File: src/rtl/psfr_pkg.sv
// package for the preamble sync frame receiver
// field widths, register indices, reset values, the input word kind and the mode encoding
// no dependencies
package psfr_pkg;

  // word field widths
  localparam int unsigned BYTE_W   = 8;
  localparam int unsigned LEN_W    = 11;
  localparam int unsigned TICK_W   = 16;

  // configuration port
  localparam int unsigned CFG_IDX_W  = 2;
  localparam int unsigned CFG_DATA_W = 16;

  typedef logic [CFG_IDX_W-1:0] cfg_idx_t;

  localparam cfg_idx_t REG_PREAMBLE_VALUE = 2'd0;
  localparam cfg_idx_t REG_PAYLOAD_LENGTH = 2'd1;
  localparam cfg_idx_t REG_TIMEOUT_TICKS  = 2'd2;

  // register reset values
  localparam logic [BYTE_W-1:0] PREAMBLE_RST = 8'hAA;
  localparam logic [LEN_W-1:0]  LENGTH_RST   = 11'd800;
  localparam logic [TICK_W-1:0] TIMEOUT_RST  = 16'd380;

  // input word kind
  typedef logic action_t;
  localparam action_t ACT_BYTE = 1'b0;
  localparam action_t ACT_TICK = 1'b1;

  // receiver mode, one-hot
  typedef enum logic [1:0] {
    MODE_SYNC    = 2'b01,
    MODE_PAYLOAD = 2'b10
  } mode_t;

endpackage

File: src/rtl/psfr_in_if.sv
// input channel of the frame receiver: received bytes and ticks
// depends on psfr_pkg
interface psfr_in_if import psfr_pkg::*; ();
  logic              valid;
  logic              ready;
  action_t           action;
  logic [BYTE_W-1:0] rx_byte;

  modport source (output valid, output action, output rx_byte, input ready);
  modport sink   (input valid, input action, input rx_byte, output ready);
endinterface

File: src/rtl/psfr_out_if.sv
// result channel of the frame receiver: payload bytes, frame end marks and abort marks
// depends on psfr_pkg
interface psfr_out_if import psfr_pkg::*; ();
  logic              valid;
  logic              ready;
  logic [BYTE_W-1:0] out_byte;
  logic              frame_last;
  logic              frame_abort;

  modport source (output valid, output out_byte, output frame_last, output frame_abort,
                  input ready);
  modport sink   (input valid, input out_byte, input frame_last, input frame_abort,
                  output ready);
endinterface

File: src/rtl/preamble_sync_frame_receiver_unit.sv
// a result word is registered and appears in the cycle after the input word that causes it
// throughput: one input word per cycle; the input stalls only while the result
//   register is full and the result side holds ready low
// the mode, preamble, payload and tick counters update in the cycle of accept
// reset (synchronous, rst_n low): sync mode, counters cleared, result register
//   empty, registers back to preamble 0xAA, length 800, timeout 380
module preamble_sync_frame_receiver_unit
  import psfr_pkg::*;
#(
  parameter int unsigned PREAMBLE_LEN = 4,
  parameter int unsigned MAX_PAYLOAD  = 1024
) (
  input  logic                  clk,
  input  logic                  rst_n,
  input  logic                  cfg_we,
  input  cfg_idx_t              cfg_index,
  input  logic [CFG_DATA_W-1:0] cfg_wdata,
  psfr_in_if.sink               in_ch,
  psfr_out_if.source            out_ch
);

  localparam int unsigned PRE_W  = $clog2(PREAMBLE_LEN + 1);
  localparam int unsigned PCNT_W = $clog2(MAX_PAYLOAD + 1);
  localparam logic [PRE_W-1:0] PRE_LAST = PRE_W'(PREAMBLE_LEN);
  localparam logic [LEN_W-1:0] LEN_MAX  = LEN_W'(MAX_PAYLOAD);
  localparam logic [LEN_W-1:0] LEN_ONE  = LEN_W'(1);

  // configuration registers
  logic [BYTE_W-1:0] preamble_value_r;
  logic [LEN_W-1:0]  payload_length_r;
  logic [TICK_W-1:0] timeout_ticks_r;

  always_ff @(posedge clk) begin
    if (!rst_n) begin
      preamble_value_r <= PREAMBLE_RST;
      payload_length_r <= LENGTH_RST;
      timeout_ticks_r  <= TIMEOUT_RST;
    end else if (cfg_we) begin
      unique case (cfg_index)
        REG_PREAMBLE_VALUE: preamble_value_r <= cfg_wdata[BYTE_W-1:0];
        REG_PAYLOAD_LENGTH: payload_length_r <= cfg_wdata[LEN_W-1:0];
        REG_TIMEOUT_TICKS:  timeout_ticks_r  <= cfg_wdata[TICK_W-1:0];
        default: ;
      endcase
    end
  end

  // frame length clamped to 1..MAX_PAYLOAD
  logic [LEN_W-1:0] eff_len;

  always_comb begin
    if (payload_length_r == '0) begin
      eff_len = LEN_ONE;
    end else if (payload_length_r > LEN_MAX) begin
      eff_len = LEN_MAX;
    end else begin
      eff_len = payload_length_r;
    end
  end

  // receiver state
  mode_t              mode_r, mode_nxt;
  logic [PRE_W-1:0]   pre_cnt_r, pre_cnt_nxt;
  logic [PCNT_W-1:0]  pay_cnt_r, pay_cnt_nxt;
  logic [TICK_W-1:0]  tick_cnt_r, tick_cnt_nxt;

  // result register
  logic              out_valid_r, out_valid_nxt;
  logic [BYTE_W-1:0] out_byte_r, out_byte_nxt;
  logic              out_last_r, out_last_nxt;
  logic              out_abort_r, out_abort_nxt;

  logic              in_acc;
  logic              res_en;
  logic [PRE_W-1:0]  pre_inc;
  logic [PCNT_W-1:0] pay_inc;
  logic [TICK_W-1:0] tick_inc;
  logic              pay_done;
  logic              tick_expired;

  // take a word whenever the result register is free or drains this cycle
  assign in_ch.ready = !out_valid_r || out_ch.ready;
  assign in_acc      = in_ch.valid && in_ch.ready;

  assign pre_inc      = pre_cnt_r + PRE_W'(1);
  assign pay_inc      = pay_cnt_r + PCNT_W'(1);
  assign tick_inc     = tick_cnt_r + TICK_W'(1);
  assign pay_done     = LEN_W'(pay_inc) >= eff_len;
  assign tick_expired = (tick_inc >= timeout_ticks_r) || (tick_inc == '0);

  // next state and result for one accepted word
  always_comb begin
    mode_nxt      = mode_r;
    pre_cnt_nxt   = pre_cnt_r;
    pay_cnt_nxt   = pay_cnt_r;
    tick_cnt_nxt  = tick_cnt_r;
    res_en        = 1'b0;
    out_byte_nxt  = in_ch.rx_byte;
    out_last_nxt  = 1'b0;
    out_abort_nxt = 1'b0;
    if (in_acc) begin
      unique case (mode_r)
        MODE_SYNC: begin
          if (in_ch.action == ACT_BYTE) begin
            if (in_ch.rx_byte == preamble_value_r) begin
              if (pre_inc >= PRE_LAST) begin
                mode_nxt     = MODE_PAYLOAD;
                pre_cnt_nxt  = '0;
                pay_cnt_nxt  = '0;
                tick_cnt_nxt = '0;
              end else begin
                pre_cnt_nxt = pre_inc;
              end
            end else begin
              pre_cnt_nxt = '0;
            end
          end
        end
        MODE_PAYLOAD: begin
          res_en = 1'b1;
          if (in_ch.action == ACT_TICK) begin
            out_byte_nxt = '0;
            if (tick_expired) begin
              out_abort_nxt = 1'b1;
              mode_nxt      = MODE_SYNC;
              pre_cnt_nxt   = '0;
              pay_cnt_nxt   = '0;
              tick_cnt_nxt  = '0;
            end else begin
              res_en       = 1'b0;
              tick_cnt_nxt = tick_inc;
            end
          end else if (pay_done) begin
            out_last_nxt = 1'b1;
            mode_nxt     = MODE_SYNC;
            pre_cnt_nxt  = '0;
            pay_cnt_nxt  = '0;
            tick_cnt_nxt = '0;
          end else begin
            pay_cnt_nxt = pay_inc;
          end
        end
        default: begin
          mode_nxt = MODE_SYNC;
        end
      endcase
    end
  end

  // result register valid: set on a new result, cleared when taken
  always_comb begin
    if (res_en) begin
      out_valid_nxt = 1'b1;
    end else if (out_ch.ready) begin
      out_valid_nxt = 1'b0;
    end else begin
      out_valid_nxt = out_valid_r;
    end
  end

  // control state
  always_ff @(posedge clk) begin
    if (!rst_n) begin
      mode_r      <= MODE_SYNC;
      pre_cnt_r   <= '0;
      pay_cnt_r   <= '0;
      tick_cnt_r  <= '0;
      out_valid_r <= 1'b0;
    end else begin
      mode_r      <= mode_nxt;
      pre_cnt_r   <= pre_cnt_nxt;
      pay_cnt_r   <= pay_cnt_nxt;
      tick_cnt_r  <= tick_cnt_nxt;
      out_valid_r <= out_valid_nxt;
    end
  end

  // result payload
  always_ff @(posedge clk) begin
    if (res_en) begin
      out_byte_r  <= out_byte_nxt;
      out_last_r  <= out_last_nxt;
      out_abort_r <= out_abort_nxt;
    end
  end

  assign out_ch.valid       = out_valid_r;
  assign out_ch.out_byte    = out_byte_r;
  assign out_ch.frame_last  = out_last_r;
  assign out_ch.frame_abort = out_abort_r;

  // checks on the receiver control
  a_pre_cnt_range: assert property (@(posedge clk) disable iff (!rst_n)
    pre_cnt_r < PRE_LAST)
    else $error("preamble count reached the preamble length");

  a_pay_cnt_range: assert property (@(posedge clk) disable iff (!rst_n)
    LEN_W'(pay_cnt_r) < LEN_MAX)
    else $error("payload count beyond the largest frame");

  a_abort_not_last: assert property (@(posedge clk) disable iff (!rst_n)
    out_valid_r |-> !(out_abort_r && out_last_r))
    else $error("result marked both last and abort");

  a_end_to_sync: assert property (@(posedge clk) disable iff (!rst_n)
    (res_en && (out_last_nxt || out_abort_nxt)) |=>
      (mode_r == MODE_SYNC && pre_cnt_r == '0))
    else $error("frame end did not return to sync");

  a_result_from_accept: assert property (@(posedge clk) disable iff (!rst_n)
    $rose(out_valid_r) |-> $past(in_acc && mode_r == MODE_PAYLOAD))
    else $error("result appeared without an accepted payload word");

endmodule
File: src/flat_wrapper.sv
// flat-port wrapper written by rule: the top's interface ports become plain ports
module preamble_sync_frame_receiver_unit_flat import psfr_pkg::*;
#(
  parameter int unsigned PREAMBLE_LEN = 4,
  parameter int unsigned MAX_PAYLOAD  = 1024
)
  (clk, rst_n, cfg_we, cfg_index, cfg_wdata, in_ch_valid, in_ch_action, in_ch_rx_byte, in_ch_ready, out_ch_valid, out_ch_out_byte, out_ch_frame_last, out_ch_frame_abort, out_ch_ready);
  psfr_in_if in_ch_i ();
  psfr_out_if out_ch_i ();
  input  logic clk;
  input  logic rst_n;
  input  logic cfg_we;
  input  cfg_idx_t cfg_index;
  input  logic [CFG_DATA_W-1:0] cfg_wdata;
  input wire logic [$bits(in_ch_i.valid)-1:0] in_ch_valid;
  input wire logic [$bits(in_ch_i.action)-1:0] in_ch_action;
  input wire logic [$bits(in_ch_i.rx_byte)-1:0] in_ch_rx_byte;
  output wire logic [$bits(in_ch_i.ready)-1:0] in_ch_ready;
  output wire logic [$bits(out_ch_i.valid)-1:0] out_ch_valid;
  output wire logic [$bits(out_ch_i.out_byte)-1:0] out_ch_out_byte;
  output wire logic [$bits(out_ch_i.frame_last)-1:0] out_ch_frame_last;
  output wire logic [$bits(out_ch_i.frame_abort)-1:0] out_ch_frame_abort;
  input wire logic [$bits(out_ch_i.ready)-1:0] out_ch_ready;
  assign in_ch_i.valid = in_ch_valid;
  assign in_ch_i.action = in_ch_action;
  assign in_ch_i.rx_byte = in_ch_rx_byte;
  assign in_ch_ready = in_ch_i.ready;
  assign out_ch_valid = out_ch_i.valid;
  assign out_ch_out_byte = out_ch_i.out_byte;
  assign out_ch_frame_last = out_ch_i.frame_last;
  assign out_ch_frame_abort = out_ch_i.frame_abort;
  assign out_ch_i.ready = out_ch_ready;
  preamble_sync_frame_receiver_unit #(.PREAMBLE_LEN(PREAMBLE_LEN), .MAX_PAYLOAD(MAX_PAYLOAD)) u_core (.clk(clk), .rst_n(rst_n), .cfg_we(cfg_we), .cfg_index(cfg_index), .cfg_wdata(cfg_wdata), .in_ch(in_ch_i), .out_ch(out_ch_i));
endmodule
File: config.mk
export PLATFORM = sky130hd
export DESIGN_NAME = preamble_sync_frame_receiver_unit_flat
export DESIGN_NICKNAME = d
export VERILOG_FILES = /design/src/rtl/psfr_pkg.sv /design/src/rtl/psfr_in_if.sv /design/src/rtl/psfr_out_if.sv /design/src/rtl/preamble_sync_frame_receiver_unit.sv /design/src/flat_wrapper.sv
export SDC_FILE = /design/constraint.sdc
export NUM_CORES = 1
export LEC_CHECK = 0
export BUFFER_PORTS_ARGS = -buffer_cell sky130_fd_sc_hd__buf_2
export CAP_MARGIN = 20
export CORE_MARGIN = 5
export CORE_UTILIZATION = 50
export CTS_CLUSTER_DIAMETER = 30
export DETAILED_ROUTE_END_ITERATION = 10
export GPL_TIMING_DRIVEN = 0
export PLACE_DENSITY = 0.69
export SETUP_SLACK_MARGIN = 0.02
export SYNTH_ARGS = -nofsm -noshare
export SYNTH_HDL_FRONTEND = slang
export SYNTH_SLANG_ARGS = --single-unit
File: constraint.sdc
create_clock -name clk -period 5 [get_ports clk]
set_input_delay 0.5 -clock clk [delete_from_list [all_inputs] [get_ports clk]]
set_output_delay 0.5 -clock clk [all_outputs]
set_load 0.02 [all_outputs]
==> metrics <==
RSZ-0062 raised after global routing=no; Synth Area in Simple Gates=0.2663; num ports=44; Post-Place Worst Slack=0.6094 ns; number of max-cap violations=0; antenna violations before repair=0; area of the core=8721 sq um; flops & latches, synth=78; Final WS setup=0.9544 ns; share of cells above drive strength 1=0.1553; switching share of power=0.2810; Std-Cell Rows=34; Seq pwr share=0.534; # DRC=0; Worst Setup SP=u_core.tick_cnt_r[0]; Netlist cell types=58; largest net degree at the start of global routing=18; first-pass GRT wire length=roughly 18 mm; Synth Cell Area=between 4000 and 5000 sq um; Hold Buf Count CTS=0; Ys Warns=0; via/cell ratio=5.476; First-pass DRT Iterations=6; PD cells=242.4 nW/um^2; CTS Buffer Depth=2; largest family of logic cells by synthesized area=simple AND/OR/NAND/NOR gates; Initial Utilization=0.5129; vias in the first global route=~3800; CTS buffer count=9; NetSw=0.3421 mW; final period utilization=0.8091; critical path class=register to register; Post-synth EDFFs=10; Nets=644; gpl congestion=slightly above 0.8; grt total ovfl=0; Async SR Flop Fraction=0; CP Data Arrival Time=4.35 ns; Final Max Tran Viols=0; mean routed wirelength per cell=15.06 microns; Post-synth top flop=dfxtp_1; outcome=finished clean; post-synthesis sequential area ratio=0.3715; FF/Latch Area=~1700 sq um; TritonCTS clock tree=built; Req. time, crit path=5.31 ns; P_int=0.8754 mW; number of port buffers=42; commonest non-fill, non-tap cells in the layout=nand2_1, dfxtp_1, buf_2; total number of vias=3800; mux cell area share after synthesis=0.02462; mean area per synthesized cell=about 8.5 sq um; Compound-Gate Fraction of Synth Area=0.1469; clk slew on worst S/H paths=0.10 ns; Root Driver=clkbuf_8; die width=about 100 microns; crit path time final=4.046 ns; Comb power frac=0.069; Tot Pwr=1.218 mW; Post-DP HPWL=between 8 and 9 mm; Synthesized Nets=590; cts repair resizes=0; min-delay src=cfg_wdata[12]; Worst Path Max Fanout=10; Routed Antenna Nets=0; R2R Setup Slk=between 0.9 and 1 ns; Hold WC Path Type=primary input to register; Peak VDD IR=0.1492 mV; synthesized instance count=between 500 and 600; clock skew=0.01783 ns; worst rel slew slack=0.5019; CTS Sinks=78; Post-Synth XOR/XNOR Area=0.05483; CP endpoint kind=register; # Post-CTS Setup Buffers=0; area occupied by multi-input gates=2591 sq um; Fillers=798; H-tree levels=3; startpoint type of the worst setup path=register; total die area=10940 sq um; final wirelength=10.46 mm; Clk network pwr share=0.397; worst skew pair latency=0.37 ns; GRT Resource Usage Total=0.1997; setup tns final=0 ns; setup violators final=0; commonest non-fill, non-tap cell in the layout=nand2_1; Leak Pwr=2.230 nW; Adder-Cell Fraction of Synth Area=0.08671; actual slew at the worst max-slew pin=0.7472 ns; # diodes=0; r2r startpoint=u_core.tick_cnt_r[0]; synthesis-to-layout area growth=12.31%; chip height=around 100 microns; Initial DRC Count=183; endpoints failing hold=0; fin util=0.5760; f_max=247.2 MHz
==> kinds of logic after synthesis <==
family                     after synthesis
DFF                                     78
buffers and inverters                   47
adders and majority gates               31
and+or+nand+nor                        229
muxes                                   11
xor gates and xnor gates                28
AOI/OAI and AO/OA                      103
==> stage by stage <==
stage	instances	hold slack (ns)	cell area, sq um
after floorplan	527	0.4363	4473
after global placement	677	0.4449	4818
after detailed placement	677	0.4500	4818
after CTS	693	0.3502	5016
after global routing	694	0.3625	5024
final	694	0.3645	5024
==> area by class of cell <==
class                      instances  share of cell area
buffer                            25             0.02740
clock buffer                       9             0.02466
clock inverter                     7             0.01469
inverter                          22             0.01644
multi-input combinational        402              0.5158
sequential                        78              0.3308
tap                              108             0.02690
timing repair buffer              43             0.04334
==> worst paths after layout <==
path,endpoint,cells past startpoint
worst max-delay path,u_core.tick_cnt_r[9],17
worst min-delay path,u_core.timeout_ticks_r[12],3
worst max register to register,u_core.tick_cnt_r[9],17
worst min register to register,u_core.timeout_ticks_r[9],2
==> flip-flops by register name, indices dropped and copies added, names as in the netlist, 2 cells and up <==
register / cells
u_core.payload_length_r: 11
u_core.timeout_ticks_r: 16
u_core.preamble_value_r: 8
u_core.tick_cnt_r: 16
u_core.pre_cnt_r: 3
u_core.pay_cnt_r: 11
u_core.out_ch.out_byte: 8
u_core.mode_r: 2
==> power by group through the flow <==
stage	clock network, mW	registers (mW)	logic, mW
2_1_floorplan	0	0.663	0.0509
3_3_place_gp	0	0.665	0.0803
3_5_place_dp	0	0.665	0.0831
4_1_cts	0.494	0.651	0.0836
5_1_grt	0.524	0.652	0.0952
6_report	0.483	0.651	0.0834
==> critical path, cell delays in order, from the launching register on <==
cell and delay, ns:
dfxtp_1 0.55, ha_1 0.20, buf_2 0.22, nand3_2 0.25, nor2_1 0.25, and4_1 0.23, xor2_1 0.20, ha_1 0.27
and4_1 0.23, nand3_1 0.08, o31a_1 0.14, a31o_2 0.18, nand4_1 0.15, or4_1 0.42, buf_2 0.19, buf_6 0.16
nor3b_2 0.17, a21o_1 0.09
==> layer usage <==
metal / up-vias / global-route usage / wire (microns)
met4: 0 / 0.04749 / 90
met1: 1785 / 0.2690 / 4906
li1: 1947 / - / -
met5: - / 0 / 0
met2: 61 / 0.3348 / 5092
met3: 7 / 0.03514 / 365
==> cells in the mapped netlist (11+ instances only) <==
library cell / number / area share
a21o_1: 16 / 0.027
dfxtp_1: 68 / 0.30
and2_1: 11 / 0.015
nand2b_1: 14 / 0.020
inv_1: 20 / 0.017
a21oi_1: 33 / 0.037
mux2i_1: 11 / 0.025
xnor2_1: 22 / 0.043
nor2_1: 27 / 0.023
clkbuf_1: 11 / 0.0092
ha_1: 31 / 0.087
nand3_1: 20 / 0.022
nand2_1: 105 / 0.088
o21ai_0: 16 / 0.018
Note: power is estimated with default switching activity, not from simulation.
